$ cat src/rtl/core/mca_pkg.sv
// Shared types and constants for the marker corner angle block.
// Holds item, result and work-queue types plus the CORDIC angle table.
// No dependencies.
`default_nettype none

package mca_pkg;

  localparam int COORD_WIDTH     = 16;
  localparam int ANGLE_FRAC_BITS = 6;
  localparam int CORDIC_STAGES   = 16;

  localparam int ANGLE_W   = 15;
  localparam int DIFF_W    = COORD_WIDTH + 1;
  localparam int ACC_FRAC  = 24;
  localparam int XY_FRAC   = ACC_FRAC;
  localparam int XY_W      = COORD_WIDTH + 4 + XY_FRAC;
  localparam int ACC_W     = ACC_FRAC + 11;
  localparam int Q_W       = ANGLE_FRAC_BITS + 9;
  localparam int TAB_LEN   = 24;

  localparam int QUEUE_DEPTH = 2;
  localparam int QPTR_W      = $clog2(QUEUE_DEPTH);
  localparam int QCNT_W      = $clog2(QUEUE_DEPTH + 1);

  localparam logic [1:0] CORNER0 = 2'd0;
  localparam logic [1:0] CORNER1 = 2'd1;
  localparam logic [1:0] CORNER2 = 2'd2;
  localparam logic [1:0] CORNER3 = 2'd3;

  localparam logic signed [ACC_W-1:0] ACC_180 = ACC_W'(64'd180 << ACC_FRAC);
  localparam logic signed [ACC_W-1:0] ACC_360 = ACC_W'(64'd360 << ACC_FRAC);
  localparam logic signed [ACC_W-1:0] ACC_HALF =
    ACC_W'(64'd1 << (ACC_FRAC - 1 - ANGLE_FRAC_BITS));
  localparam logic [Q_W-1:0] Q_FULL = Q_W'(64'd360 << ANGLE_FRAC_BITS);

  // atan(2^-i) in degrees, scaled by 2^24
  localparam logic [31:0] ATAN_TAB [TAB_LEN] = '{
    32'd754974720, 32'd445687602, 32'd235489088, 32'd119537938,
    32'd60000934,  32'd30029717,  32'd15018523,  32'd7509720,
    32'd3754917,   32'd1877466,   32'd938734,    32'd469367,
    32'd234684,    32'd117342,    32'd58671,     32'd29335,
    32'd14668,     32'd7334,      32'd3667,      32'd1833,
    32'd917,       32'd458,       32'd229,       32'd115
  };

  typedef struct packed {
    logic [1:0]                    corner_select;
    logic signed [COORD_WIDTH-1:0] corner0_x;
    logic signed [COORD_WIDTH-1:0] corner0_y;
    logic signed [COORD_WIDTH-1:0] corner1_x;
    logic signed [COORD_WIDTH-1:0] corner1_y;
    logic signed [COORD_WIDTH-1:0] corner2_x;
    logic signed [COORD_WIDTH-1:0] corner2_y;
    logic signed [COORD_WIDTH-1:0] corner3_x;
    logic signed [COORD_WIDTH-1:0] corner3_y;
    logic signed [COORD_WIDTH-1:0] center_x;
    logic signed [COORD_WIDTH-1:0] center_y;
  } mca_item_t;

  typedef struct packed {
    logic [ANGLE_W-1:0] angle_deg;
    logic               zero_vector;
  } mca_result_t;

  typedef struct packed {
    logic signed [XY_W-1:0]  x;
    logic signed [XY_W-1:0]  y;
    logic signed [ACC_W-1:0] acc;
    logic                    zero;
  } mca_work_t;

endpackage

`default_nettype wire

$ cat src/rtl/core/mca_queue.sv
// Short work queue between front end and CORDIC back end.
// Depends on mca_pkg.
`default_nettype none

module mca_queue
  import mca_pkg::*;
(
  input  wire logic      clk_i,
  input  wire logic      rst_ni,
  input  wire logic      push_i,
  input  wire mca_work_t data_i,
  output logic           full_o,
  input  wire logic      pop_i,
  output mca_work_t      data_o,
  output logic           empty_o
);

  mca_work_t          mem_q [QUEUE_DEPTH];
  logic [QPTR_W-1:0]  wr_q, wr_d, rd_q, rd_d;
  logic [QCNT_W-1:0]  cnt_q, cnt_d;
  logic               do_push, do_pop;

  assign full_o  = (cnt_q == QCNT_W'(QUEUE_DEPTH));
  assign empty_o = (cnt_q == '0);
  assign data_o  = mem_q[rd_q];
  assign do_push = push_i & ~full_o;
  assign do_pop  = pop_i & ~empty_o;

  always_comb begin
    wr_d  = wr_q;
    rd_d  = rd_q;
    cnt_d = cnt_q;
    if (do_push) begin
      wr_d = (wr_q == QPTR_W'(QUEUE_DEPTH - 1)) ? '0 : wr_q + 1'b1;
    end
    if (do_pop) begin
      rd_d = (rd_q == QPTR_W'(QUEUE_DEPTH - 1)) ? '0 : rd_q + 1'b1;
    end
    if (do_push && !do_pop) begin
      cnt_d = cnt_q + 1'b1;
    end else if (do_pop && !do_push) begin
      cnt_d = cnt_q - 1'b1;
    end
  end

  always_ff @(posedge clk_i or negedge rst_ni) begin
    if (!rst_ni) begin
      wr_q  <= '0;
      rd_q  <= '0;
      cnt_q <= '0;
    end else begin
      wr_q  <= wr_d;
      rd_q  <= rd_d;
      cnt_q <= cnt_d;
    end
  end

  always_ff @(posedge clk_i) begin
    if (do_push) begin
      mem_q[wr_q] <= data_i;
    end
  end

endmodule

`default_nettype wire

$ cat config.mk
export PLATFORM = sky130hd
export DESIGN_NAME = mca_queue
export DESIGN_NICKNAME = d
export VERILOG_FILES = /design/src/rtl/core/mca_pkg.sv /design/src/rtl/core/mca_queue.sv
export SDC_FILE = /design/constraint.sdc
export NUM_CORES = 1
export LEC_CHECK = 0
export ABC_AREA = 1
export BUFFER_PORTS_ARGS = -buffer_cell sky130_fd_sc_hd__buf_2
export CAP_MARGIN = 20
export CORE_MARGIN = 8
export CORE_UTILIZATION = 23
export CTS_BUF_LIST = sky130_fd_sc_hd__clkbuf_8
export CTS_CLUSTER_SIZE = 24
export DETAILED_ROUTE_END_ITERATION = 10
export PLACE_DENSITY = 0.54
export RECOVER_POWER = 100
export SYNTH_ARGS = -nofsm -noshare
export SYNTH_HDL_FRONTEND = slang
export SYNTH_SLANG_ARGS = --single-unit
$ cat constraint.sdc
create_clock -name clk_i -period 18 [get_ports clk_i]
set_clock_uncertainty 0.1 [all_clocks]
set_input_delay 0.9 -clock clk_i [delete_from_list [all_inputs] [get_ports clk_i]]
set_output_delay 0.9 -clock clk_i [all_outputs]
set_load 0.02 [all_outputs]
==> flow_metrics.env <==
export IMPL_grt_antenna_before_repair=4
export IMPL_violations="max-capacitance violations, max-slew violations"
export IMPL_hp_class="register to register"
export IMPL_cts_repair_resized=0
export IMPL_grt_pass1_vias=5981
export IMPL_cp_num_buf_inv=3
export IMPL_crit_path_end_kind="output port"
export IMPL_synthArstFlopShare_pct=1.587
export IMPL_vias=5864
export IMPL_met1_usage_pct=11.52
export IMPL_multi_input_area_um2=1503
export IMPL_tightest_slew_ps=3850
export IMPL_min_period_ps=8955
export IMPL_ir_drop_uv=92.44
export IMPL_synth_area_leaders="edfxtp_1, nand2_1, dfrtp_1"
export IMPL_port_buffers=253
export IMPL_vias_per_cell=3.873
export IMPL_place_ws_ps=14210
export IMPL_cts_buffers=45
export IMPL_p_sw_share_pct=39.51
export IMPL_wl_per_cell_um=15.53
export IMPL_period_share_pct=49.75
export IMPL_synth_area_per_cell_um2=13.65
export IMPL_drt_pass1_iter_count=6
export IMPL_rr_worst_depth=5
export IMPL_ys_flop_type="edfxtp_1"
export IMPL_grt_util_all_layers_pct=9.614
export IMPL_std_cell_rows=73
export IMPL_drc=0
export IMPL_core_area_um2=39730
export IMPL_synthTopCellsByCount="nand2_1, edfxtp_1, buf_2"
export IMPL_yosysUniqueCellTypes=15
export IMPL_cts_root_buf="clkbuf_8"
export IMPL_crit_cells=5
export IMPL_fp_dieW_um=216.7
export IMPL_final_nets=1087
export IMPL_busiest_layer="met2"
export IMPL_powerDensity_nw_per_um2=175.0
export IMPL_rsz0062_at_grt="false"
export IMPL_static_leakage_power_nw=4.494
export IMPL_max_slew_margin_pct=-156.7
export IMPL_wl_um=23510
export IMPL_grt_max_degree=65
export IMPL_power_frac_comb_pct=33.8
export IMPL_yosysWarningCount=0
export IMPL_start_util_pct=23.32
export IMPL_syn_num_nets=808
export IMPL_drive_gt1_share_pct=12.85
export IMPL_seq_area_um2=7547
export IMPL_finalPower_mw=2.028
export IMPL_status="complete, but fails checks"
export IMPL_fmax_mhz=111.7
export IMPL_setup_viol=0
export IMPL_grt_pass1_wl_um=34980
export IMPL_dp_hpwl_um=14740
export IMPL_cts_buffer_depth=3
export IMPL_seq_area_frac_synth_pct=81.46
export IMPL_hold_viol_final=0
export IMPL_met2_usage_pct=14.86
export IMPL_netlist_area_um2=9265
export IMPL_clkPwrFrac_pct=23.2
export IMPL_crit_family="buffers and inverters"
export IMPL_synth_area_leader_cell="edfxtp_1"
export IMPL_seq_power_share_pct=43.0
export IMPL_gp_congestion=0.7031
export IMPL_cts_htree_levels=2
export IMPL_insertion_delay_ps=570
export IMPL_synth_edff_count=248
export IMPL_worstSetupStartpointType="register"
export IMPL_p_switching_mw=0.8013
export IMPL_whs_path_depth=2
export IMPL_path_class="register to output port"
export IMPL_crit_path_max_fanout=64
export IMPL_synthCells=679
export IMPL_max_cap_viol_count=8
export IMPL_area_growth_pct=25.08
export IMPL_die_area_um2=46960
export IMPL_layout_setup_ws_ps=9045
export IMPL_fillers=4155
export IMPL_ant_nets=0
export IMPL_ios=254
export IMPL_clock_sinks=252
export IMPL_yosys_area_top_type_share_pct=80.38
export IMPL_yosysMostFrequentCell="nand2_1"
export IMPL_p_int_mw=1.227
export IMPL_fp_dieH_um=216.7
export IMPL_critical_path_slowest_cell="clkinvlp_2"
export IMPL_cp_cell_sequence="clkinvlp_2 > clkbuf_1 > nand2_1 > nand2_1 > clkbuf_1"
export IMPL_grt_overflow=0
export IMPL_slowest_delay_ps=2940
export IMPL_drv_slew=510
export IMPL_fin_setup_tns_ps=0
export IMPL_clk_pin_slew_worst_paths_ps=50
export IMPL_dr_first_iter_drc_count=325
export IMPL_ys_ff_latch=252
export IMPL_gr_usage_met3_pct=4.053
export IMPL_crit_arrival_ps=7960
export IMPL_cts_tree="built"
export IMPL_worst_ep_required_time_ps=17000
## stage by stage
stage	utilization, %	area (µm²)	hold slack, ps	std cells
2_1_floorplan	-	9265	349.0	679
3_3_place_gp	27.82	11050	363.7	1435
3_5_place_dp	27.82	11050	371.0	1435
4_1_cts	29.80	11840	333.7	1513
5_1_grt	29.17	11590	349.0	1514
6_report	29.17	11590	386.6	1514
## final timing paths
kind / slack [ps] / endpoint / startpoint
setup / recovery: 9040 / data_o[84] / rd_q
hold / removal: 390 / wr_q / wr_q
setup reg to reg: 12000 / mem_q[0][45] / cnt_q[0]
hold reg to reg: 390 / wr_q / wr_q
max in group asynchronous: 16970 / rd_q / rst_ni
min in group asynchronous: 630 / cnt_q[0] / rst_ni
## layer usage
layer / part of all wire, % / vias up
li1: - / 2850
met3: 9.1 / 49
met2: 46 / 206
met1: 42 / 2753
met4: 2.7 / 6
met5: 0.16 / -
## repair_timing
item | CTS | global route
hold endpoints to repair | 4 | 0
hold buffers | 1 | 0
buffers inserted | 0 | 0
## logic make-up (layout without fill, tap and decap cells)
group | Yosys count | count (layout) | synth area share, %
buffers and inverters | 35 | 344 | 2.404
XOR/XNOR | 1 | 1 | 0.09455
flip-flops | 252 | 252 | 81.46
AO/OA/AOI/OAI | 2 | 2 | 0.1080
AND/OR/NAND/NOR | 388 | 388 | 15.80
other | 0 | 1 | 0
adder cells (fa/ha/maj) | 1 | 1 | 0.1350
## cell usage in the layout, fill, tap and decap left out
cell / synthesis / final
clkinv_2: 0 / 4
edfxtp_1: 248 / 248
buf_2: 14 / 72
nand3b_1: 1 / 1
nand2_1: 381 / 381
bufinv_16: 0 / 1
inv_1: 7 / 24
clkinvlp_4: 0 / 2
clkinv_1: 0 / 7
clkinvlp_2: 0 / 2
clkbuf_8: 0 / 45
nor2_1: 4 / 3
clkbuf_1: 0 / 186
diode_2: 0 / 1
o21ai_0: 2 / 2
ha_1: 1 / 1
nor2_4: 0 / 1
xnor2_1: 1 / 1
nand4_1: 1 / 1
nand3_1: 1 / 1
dfrtp_1: 4 / 4
dlygate4sd3_1: 0 / 1
## power groups by stage
stage | registers, mW | logic, mW | clock network, mW
after floorplan | 0.856 | 0.478 | 0
after global placement | 0.866 | 0.720 | 0
after detailed placement | 0.870 | 0.724 | 0
after CTS | 0.858 | 0.726 | 0.496
after global routing | 0.889 | 0.760 | 0.515
final | 0.871 | 0.686 | 0.471
## final cells by class
| class | count | share of cell area, % |
|---|---|---|
| Sequential cell | 252 | 65.13 |
| Multi-Input combinational cell | 392 | 12.97 |
| Timing Repair Buffer | 259 | 9.220 |
| Tap cell | 525 | 5.668 |
| Clock buffer | 45 | 5.344 |
| Clock inverter | 32 | 1.371 |
| Inverter | 8 | 0.2807 |
| Antenna cell | 1 | 0.02159 |
## flip-flops by register name (all words and copies together) (netlist names)
name and flops:
cnt_q 2, mem_q 248, rd_q 1, wr_q 1
## tightest hold or removal path: stages, from the launching register on
cell     delay (ps)
dfrtp_1         340
nand2_1          60
nand2_1          60
Power figures use the tool's default switching activity.
