$ cat src/rtl/core/mca_pkg.sv
// Shared types and constants for the marker corner angle block.
// Holds item, result and work-queue types plus the CORDIC angle table.
// No dependencies.
`default_nettype none

package mca_pkg;

  localparam int COORD_WIDTH     = 16;
  localparam int ANGLE_FRAC_BITS = 6;
  localparam int CORDIC_STAGES   = 16;

  localparam int ANGLE_W   = 15;
  localparam int DIFF_W    = COORD_WIDTH + 1;
  localparam int ACC_FRAC  = 24;
  localparam int XY_FRAC   = ACC_FRAC;
  localparam int XY_W      = COORD_WIDTH + 4 + XY_FRAC;
  localparam int ACC_W     = ACC_FRAC + 11;
  localparam int Q_W       = ANGLE_FRAC_BITS + 9;
  localparam int TAB_LEN   = 24;

  localparam int QUEUE_DEPTH = 2;
  localparam int QPTR_W      = $clog2(QUEUE_DEPTH);
  localparam int QCNT_W      = $clog2(QUEUE_DEPTH + 1);

  localparam logic [1:0] CORNER0 = 2'd0;
  localparam logic [1:0] CORNER1 = 2'd1;
  localparam logic [1:0] CORNER2 = 2'd2;
  localparam logic [1:0] CORNER3 = 2'd3;

  localparam logic signed [ACC_W-1:0] ACC_180 = ACC_W'(64'd180 << ACC_FRAC);
  localparam logic signed [ACC_W-1:0] ACC_360 = ACC_W'(64'd360 << ACC_FRAC);
  localparam logic signed [ACC_W-1:0] ACC_HALF =
    ACC_W'(64'd1 << (ACC_FRAC - 1 - ANGLE_FRAC_BITS));
  localparam logic [Q_W-1:0] Q_FULL = Q_W'(64'd360 << ANGLE_FRAC_BITS);

  // atan(2^-i) in degrees, scaled by 2^24
  localparam logic [31:0] ATAN_TAB [TAB_LEN] = '{
    32'd754974720, 32'd445687602, 32'd235489088, 32'd119537938,
    32'd60000934,  32'd30029717,  32'd15018523,  32'd7509720,
    32'd3754917,   32'd1877466,   32'd938734,    32'd469367,
    32'd234684,    32'd117342,    32'd58671,     32'd29335,
    32'd14668,     32'd7334,      32'd3667,      32'd1833,
    32'd917,       32'd458,       32'd229,       32'd115
  };

  typedef struct packed {
    logic [1:0]                    corner_select;
    logic signed [COORD_WIDTH-1:0] corner0_x;
    logic signed [COORD_WIDTH-1:0] corner0_y;
    logic signed [COORD_WIDTH-1:0] corner1_x;
    logic signed [COORD_WIDTH-1:0] corner1_y;
    logic signed [COORD_WIDTH-1:0] corner2_x;
    logic signed [COORD_WIDTH-1:0] corner2_y;
    logic signed [COORD_WIDTH-1:0] corner3_x;
    logic signed [COORD_WIDTH-1:0] corner3_y;
    logic signed [COORD_WIDTH-1:0] center_x;
    logic signed [COORD_WIDTH-1:0] center_y;
  } mca_item_t;

  typedef struct packed {
    logic [ANGLE_W-1:0] angle_deg;
    logic               zero_vector;
  } mca_result_t;

  typedef struct packed {
    logic signed [XY_W-1:0]  x;
    logic signed [XY_W-1:0]  y;
    logic signed [ACC_W-1:0] acc;
    logic                    zero;
  } mca_work_t;

endpackage

`default_nettype wire

$ cat src/rtl/core/mca_front.sv
// Front end: accepts items, picks the marked corner, forms the folded vector.
// Depends on mca_pkg.
`default_nettype none

module mca_front
  import mca_pkg::*;
(
  input  wire logic      clk_i,
  input  wire logic      rst_ni,
  input  wire logic      start,
  input  wire mca_item_t item_i,
  output logic           busy,
  input  wire logic      full_i,
  output logic           push_o,
  output mca_work_t      work_o
);

  logic                    valid_q, valid_d;
  logic                    accept;
  mca_work_t               work_q, work_d;
  logic signed [COORD_WIDTH-1:0] px, py;
  logic signed [DIFF_W-1:0] dx, up;
  logic signed [DIFF_W:0]   fx, fy;
  logic                     neg;

  assign busy   = valid_q & full_i;
  assign accept = start & ~busy;
  assign push_o = valid_q & ~full_i;
  assign work_o = work_q;
  assign valid_d = accept | (valid_q & full_i);

  always_comb begin
    case (item_i.corner_select)
      CORNER0: begin px = item_i.corner0_x; py = item_i.corner0_y; end
      CORNER1: begin px = item_i.corner1_x; py = item_i.corner1_y; end
      CORNER2: begin px = item_i.corner2_x; py = item_i.corner2_y; end
      CORNER3: begin px = item_i.corner3_x; py = item_i.corner3_y; end
      default: begin px = item_i.corner0_x; py = item_i.corner0_y; end
    endcase
  end

  always_comb begin
    dx  = DIFF_W'(px) - DIFF_W'(item_i.center_x);
    up  = DIFF_W'(item_i.center_y) - DIFF_W'(py);
    neg = dx[DIFF_W-1];
    fx  = neg ? -(DIFF_W + 1)'(dx) : (DIFF_W + 1)'(dx);
    fy  = neg ? -(DIFF_W + 1)'(up) : (DIFF_W + 1)'(up);
    work_d.x    = {(XY_W - XY_FRAC)'(fx), {XY_FRAC{1'b0}}};
    work_d.y    = {(XY_W - XY_FRAC)'(fy), {XY_FRAC{1'b0}}};
    work_d.acc  = neg ? ACC_180 : '0;
    work_d.zero = (dx == '0) && (up == '0);
  end

  always_ff @(posedge clk_i or negedge rst_ni) begin
    if (!rst_ni) begin
      valid_q <= 1'b0;
    end else begin
      valid_q <= valid_d;
    end
  end

  always_ff @(posedge clk_i) begin
    if (accept) begin
      work_q <= work_d;
    end
  end

endmodule

`default_nettype wire

$ cat config.mk
export PLATFORM = sky130hd
export DESIGN_NAME = mca_front
export DESIGN_NICKNAME = d
export VERILOG_FILES = /design/src/rtl/core/mca_pkg.sv /design/src/rtl/core/mca_front.sv
export SDC_FILE = /design/constraint.sdc
export NUM_CORES = 1
export LEC_CHECK = 0
export ABC_AREA = 1
export BUFFER_PORTS_ARGS = -buffer_cell sky130_fd_sc_hd__buf_2
export CAP_MARGIN = 40
export CORE_MARGIN = 5
export CORE_UTILIZATION = 45
export CTS_CLUSTER_DIAMETER = 30
export CTS_CLUSTER_SIZE = 25
export DETAILED_ROUTE_END_ITERATION = 7
export GPL_ROUTABILITY_DRIVEN = 0
export PLACE_DENSITY_LB_ADDON = 0.25
export SLEW_MARGIN = 20
export SYNTH_ARGS = -nofsm -noshare
export SYNTH_HDL_FRONTEND = slang
export SYNTH_SLANG_ARGS = --single-unit
$ cat constraint.sdc
create_clock -name clk_i -period 2.86 [get_ports clk_i]
set_input_delay 0.858 -clock clk_i [delete_from_list [all_inputs] [get_ports clk_i]]
set_output_delay 0.858 -clock clk_i [all_outputs]
set_load 0.03 [all_outputs]
==> flow_metrics.env, run 1 <==
export IMPL_drt_pass1_iter_count=5
export IMPL_fmax_mhz=278
export IMPL_violations="setup timing"
export IMPL_worstSetupEndpointType="flop"
export IMPL_placed_cells=1404
export IMPL_grt_usage_pct=24.2
export IMPL_grt_pass1_wl_um=29400
export IMPL_grt_pass1_vias=6196
export IMPL_irDropWorstVdd_mv=0.312
export IMPL_outcome="complete, but fails checks"
export IMPL_clk_pin_slew_ns=0.05
export IMPL_hold_path_class="primary input to asynchronous set/reset pin"
export IMPL_synth_edff_count=38
export IMPL_syn_to_final_growth_pct=55.4
export IMPL_rows=41
export IMPL_power_frac_seq_pct=19.4
export IMPL_cap_violations=0
export IMPL_clockBufferDepth=2
export IMPL_synth_area_leaders="edfxtp_1 20%, nand2_1 20%, buf_4 11%"
export IMPL_cellPowerDensity_nw_per_um2=485
export IMPL_finalWirelength_um=19300
export IMPL_yosysUniqueCellTypes=31
export IMPL_ant_nets=0
export IMPL_nFillCells=1063
export IMPL_multi_input_area_um2=4240
export IMPL_period_minus_slack_ns=3.60
export IMPL_r2r_end="work_o[114]"
export IMPL_whs_ns=0.348
export IMPL_slew_violations=0
export IMPL_antenna_found_initial=0
export IMPL_synth_area_per_cell_um2=6.25
export IMPL_path_class="primary input to flop"
export IMPL_rsz0062_at_grt="true"
export IMPL_yosysTopAreaCell="edfxtp_1"
export IMPL_tns_ns=-19.96
export IMPL_synth_cells=914
export IMPL_nets=1489
export IMPL_clockRootBuffer="clkbuf_16"
export IMPL_h_tree_depth=2
export IMPL_routed_via_density=4.65
export IMPL_diodes=0
export IMPL_clock_sinks=39
export IMPL_hold_viol=0
export IMPL_drtIter0Drc=472
export IMPL_layout_cells_non_filler=1458
export IMPL_pwr_share_comb_pct=68.8
export IMPL_die_height_um=123
export IMPL_clock_latency_ns=0.28
export IMPL_crit_fanout=6
export IMPL_synth_common_cells="302 x nand2_1, 140 x inv_1, 87 x buf_4"
export IMPL_crit_path_start_kind="primary input"
export IMPL_port_buffer_count=212
export IMPL_start_util_pct=45.6
export IMPL_yosysTopAreaCellShare_pct=20.0
export IMPL_drive_above_1_share_pct=43.2
export IMPL_grt_overflow=0
export IMPL_r2r_start="valid_q"
export IMPL_p_leak_uw=0.00487
export IMPL_ys_seq_elements=39
export IMPL_seqCellArea_um2=1170
export IMPL_rr_worst_depth=4
export IMPL_synthFlopType="edfxtp_1"
export IMPL_synth_most_common_cell="nand2_1"
export IMPL_worstPathArrival_ns=3.63
export IMPL_clkPwrFrac_pct=11.9
export IMPL_grt_start_max_net_pins=39
export IMPL_ys_warn_count=0
export IMPL_netlist_area_um2=5710
export IMPL_finalSetupViolCount=35
export IMPL_num_vias=6774
export IMPL_ys_seq_area_share_pct=20.4
export IMPL_wl_per_cell_um=13.3
export IMPL_period_share_pct=126
export IMPL_fin_ws_ns=-0.740
export IMPL_intPower_uw=2420
export IMPL_io_pins=292
export IMPL_p_sw_uw=1890
export IMPL_die_area_um2=15000
export IMPL_core_um2=12500
export IMPL_p_sw_share_pct=43.9
export IMPL_die_x_um=123
export IMPL_drc=0
export IMPL_cts_buffers=5
export IMPL_r2r_slack_ns=1.51
export IMPL_cts_tree="yes"
export IMPL_clock_skew_ns=0.00570
export IMPL_required_ns=2.89
export IMPL_place_hpwl_um=15700
export IMPL_async_flop_share_pct=2.56
==> worst max path at each step <==
stage                startpoint          end  slack (ns)
CTS                 item_i[161]  work_o[120]       -0.72
detailed placement  item_i[161]   work_o[76]       -1.24
finish              item_i[161]   work_o[76]       -0.74
global route        item_i[161]   work_o[76]       -1.01
global placement    item_i[161]   work_o[76]       -1.15
floorplan           item_i[161]  work_o[120]       -0.76
==> per-stage QoR <==
stage / instance area [µm²] / setup slack (ns) / util [%] / total power, µW
2_1_floorplan: 6170 / -0.765 / - / 2510
4_1_cts: 8590 / -0.716 / 68.6 / 4150
3_3_place_gp: 7740 / -1.15 / 61.8 / 3310
3_5_place_dp: 7740 / -1.24 / 61.8 / 3350
6_report: 8880 / -0.740 / 70.9 / 4310
5_1_grt: 8880 / -1.01 / 70.9 / 4630
==> metal layers <==
metal  up-vias  track usage [%]  wire [µm]  share of wire (%)
met4         0             7.56        565                2.9
met1      2963             32.8       8460                 44
met3        40             4.10       1520                7.9
met5         -                0          0                  0
li1       3497                -          -                  -
met2       274             39.4       8780                 45
==> kinds of logic after synthesis <==
family,count (synthesis),synth area share [%]
buf+inv,247,22.2
simple gates,475,35.0
fa+ha+maj,38,8.59
compound gates,91,10.2
flops,39,20.4
other cells,1,0.0656
xor+xnor,23,3.53
==> state kept, by name, indices dropped and copies added (netlist names) <==
register / flops
valid_q: 1
work_o: 38
==> what timing repair did <==
item / in CTS / in global routing
setup endpoints to repair: 35 / 35
pin swaps: 59 / 29
hold buffers: 0 / 0
setup buffers: 38 / 12
gates resized for setup: 92 / 54
cloned: 3 / 0
==> cells in the final DEF (no fill, tap or decap), types with 7 or more instances in the layout <==
| cell | instances |
|---|---|
| nand2_1 | 274 |
| buf_2 | 211 |
| buf_4 | 155 |
| inv_1 | 131 |
| conb_1 | 80 |
| nand3_1 | 48 |
| nand2_2 | 45 |
| edfxtp_1 | 38 |
| nor2_1 | 33 |
| ha_1 | 20 |
| o21ai_0 | 19 |
| nor2_2 | 18 |
| xor2_1 | 16 |
| a21oi_1 | 14 |
| a221oi_1 | 14 |
| buf_6 | 14 |
| a221oi_2 | 12 |
| ha_4 | 12 |
| nor2_4 | 11 |
| inv_2 | 10 |
| nand3_2 | 10 |
| a21oi_2 | 9 |
| nand3b_1 | 8 |
| nand4_1 | 8 |
| o21ai_2 | 7 |
| buf_12 | 7 |
==> critical path, stage by stage <==
cell	delay, ns
buf_8	0.11
clkinvlp_4	0.11
nor2_4	0.07
buf_6	0.12
a221oi_2	0.23
nand2_1	0.07
o21ai_1	0.09
inv_1	0.06
ha_2	0.17
inv_2	0.06
fa_2	0.22
nand2_4	0.07
nand2_2	0.08
nand3b_1	0.11
nand2_2	0.13
nand2_2	0.07
buf_4	0.13
nand3_1	0.05
nand2_1	0.06
nor2_2	0.13
nand3_2	0.10
nor4_2	0.15
ha_1	0.26
nand2_1	0.06
nand2_1	0.06
==> layout make-up <==
| type | count | area share, % |
|---|---|---|
| inverter | 142 | 6.05 |
| tap | 172 | 2.42 |
| multi-input combinational | 707 | 47.7 |
| clock inverter | 1 | 0.0564 |
| timing repair buffer | 390 | 29.1 |
| sequential | 39 | 13.1 |
| clock buffer | 7 | 1.49 |
==> power by group through the flow <==
| stage | Combinational, µW | Sequential (µW) | Clock [µW] |
|---|---|---|---|
| floorplan | 1440 | 1070 | 0 |
| global placement | 2470 | 844 | 0 |
| detailed placement | 2500 | 847 | 0 |
| CTS | 2790 | 835 | 526 |
| global route | 3250 | 844 | 542 |
| finish | 2960 | 834 | 512 |
No activity file was read; power rests on OpenSTA's default activity.
==> run 2: changes to the inputs <==
CORE_ASPECT_RATIO = 0.9   (was not set)
CORE_UTILIZATION = 47   (was 45)
==> run 2 against run 1 <==
The run still ends with setup timing left. Die area decreased by 3.9%. Critical endpoint is now work_o[120]. Sequential power barely moved. Critical path depth fell by 3.
==> flow_metrics.env, run 2 (same netlist as run 1, synthesis figures left out) <==
export IMPL_outcome="complete, but fails checks"
export IMPL_violations="setup timing"
export IMPL_crit_start="item_i[161]"
export IMPL_clock_sinks=39
export IMPL_largest_register_ffs=38
export IMPL_grt_pass1_vias=6420
export IMPL_cp_cell_sequence="buf_8 > clkinvlp_4 > nor2_4 > buf_4 > buf_6 > a221oi_2 > nand2_1 > o21ai_2 > ha_2 > fa_2 > ha_4 > inv_4 > nor2_4 > nand3_2 > nor2_2 > nand2_2 > nor2_4 > nand3_4 > nor3_2 > ha_2 > inv_1 > nor2_1"
export IMPL_cellPowerDensity_nw_per_um2=495
export IMPL_die_height_um=115
export IMPL_clk_pin_slew_ns=0.06
export IMPL_grt_pass1_wl_um=31300
export IMPL_fin_ws_ns=-0.896
export IMPL_worstPathArrival_ns=3.80
export IMPL_drc=0
export IMPL_clockBufferDepth=2
export IMPL_die_x_um=126
export IMPL_tightestPinTransition_ns=0.497
export IMPL_path_class="primary input to flop"
export IMPL_r2r_start="valid_q"
export IMPL_nets=1504
export IMPL_start_util_pct=47.7
export IMPL_cap_violations=0
export IMPL_rsz0062_at_grt="true"
export IMPL_hold_viol=0
export IMPL_slew_violations=0
export IMPL_tns_ns=-23.85
export IMPL_hold_path_class="primary input to asynchronous set/reset pin"
export IMPL_routed_via_density=4.98
export IMPL_h_tree_depth=2
export IMPL_core_um2=12000
export IMPL_grt_usage_pct=26.5
export IMPL_layout_common_cells="244 x nand2_1, 211 x buf_2, 157 x buf_4, 127 x inv_1, 80 x conb_1"
export IMPL_cts_buffers=5
export IMPL_multi_input_area_um2=4790
export IMPL_rows=38
export IMPL_finalWirelength_um=23000
export IMPL_p_leak_uw=0.00508
export IMPL_drt_pass1_iter_count=4
export IMPL_clockRootBuffer="clkbuf_16"
export IMPL_drive_above_1_share_pct=48.9
export IMPL_worstSetupEndpointType="flop"
export IMPL_fin_util_pct=79.3
export IMPL_cp_common_cell="nor2_4"
export IMPL_clock_skew_ns=0.00919
export IMPL_period_share_pct=131
export IMPL_fmax_mhz=266
export IMPL_drtIter0Drc=490
export IMPL_slowest_stage="fa_2"
export IMPL_irDropWorstVdd_mv=0.327
export IMPL_wl_per_cell_um=15.7
export IMPL_syn_to_final_growth_pct=66.2
export IMPL_required_ns=2.91
export IMPL_relSlewSlack_pct=66.5
export IMPL_ant_nets=0
export IMPL_num_vias=7279
export IMPL_clock_latency_ns=0.28
export IMPL_cpPeakStageDelay_ns=0.56
export IMPL_finalSetupViolCount=35
export IMPL_hold_buffers=0
export IMPL_seqCellArea_um2=1170
export IMPL_nFillCells=840
export IMPL_io_pins=292
export IMPL_final_common_cell="nand2_1"
export IMPL_antenna_found_initial=2
export IMPL_grt_start_max_net_pins=39
export IMPL_crit_fanout=4
export IMPL_crit_path_start_kind="primary input"
export IMPL_place_hpwl_um=16400
export IMPL_port_buffer_count=212
export IMPL_period_minus_slack_ns=3.76
export IMPL_die_area_um2=14500
export IMPL_grt_overflow=0
export IMPL_cts_tree="yes"
==> run 2: changes by cell type in the layout (fill, tap and decap cells not counted), moves of 7 or more <==
cell,change
nand2_1,-30
nand2_4,+20
buf_6,+13
nand3_1,-9
nand2_2,+7
nand2_8,+7
==> run 2: metal layers <==
metal	up-vias	global-route usage [%]	routed length, µm
met3	51	5.36	2020
met5	-	0	0
met4	0	7.72	690
li1	3532	-	-
met1	3315	35.7	9280
met2	381	43.4	11000
==> run 2: where the power goes <==
group | switching (µW) | internal, µW | total (µW) | leakage [µW]
registers | 25.4 | 811 | 836 | 0.000374
clock network | 209 | 317 | 526 | 0.0000659
logic | 1980 | 1360 | 3340 | 0.00464
==> run 2: per-stage QoR <==
stage | worst slack [ns] | hold WS (ns) | instances | power, µW | instance area (µm²)
2_1_floorplan | -0.765 | 0.456 | 993 | 2510 | 6170
3_3_place_gp | -1.08 | 0.475 | 1408 | 3330 | 7820
3_5_place_dp | -1.14 | 0.481 | 1408 | 3370 | 7820
4_1_cts | -0.784 | 0.340 | 1444 | 4210 | 8650
5_1_grt | -1.06 | 0.336 | 1463 | 4980 | 9500
6_report | -0.896 | 0.345 | 1463 | 4700 | 9500
==> run 2: path summary, 6_finish.rpt <==
path                                to  slack [ns]  cells past startpoint
max in group asynchronous      valid_q        2.43                      1
setup / recovery           work_o[120]       -0.90                     22
hold reg to reg                valid_q        0.49                      2
hold / removal                 valid_q        0.35                      1
min in group clk_i             valid_q        0.49                      2
setup reg to reg            work_o[75]        1.50                      4
==> run 2: area by class of cell <==
cell class	instances	share of cell area [%]
clock buffers	6	1.36
repair buffers	401	27.9
diodes	2	0.0527
well taps	160	2.11
clock inverters	2	0.0791
flip-flops and latches	39	12.3
multi-input cells	711	50.4
inverters	142	5.78
==> run 2: critical path: cells and delay by family <==
kind | cells | cell delay (ns)
AOI/OAI and AO/OA | 2 | 0.10
adders and majority gates | 4 | 1.18
buffers and inverters | 6 | 0.54
and+or+nand+nor | 10 | 1.10
==> run 2: repair_timing <==
action | CTS | global route
cloned | 5 | 0
pin swaps | 45 | 79
gates resized for setup | 109 | 170
endpoints found under the setup margin | 35 | 35
buffers inserted | 25 | 19
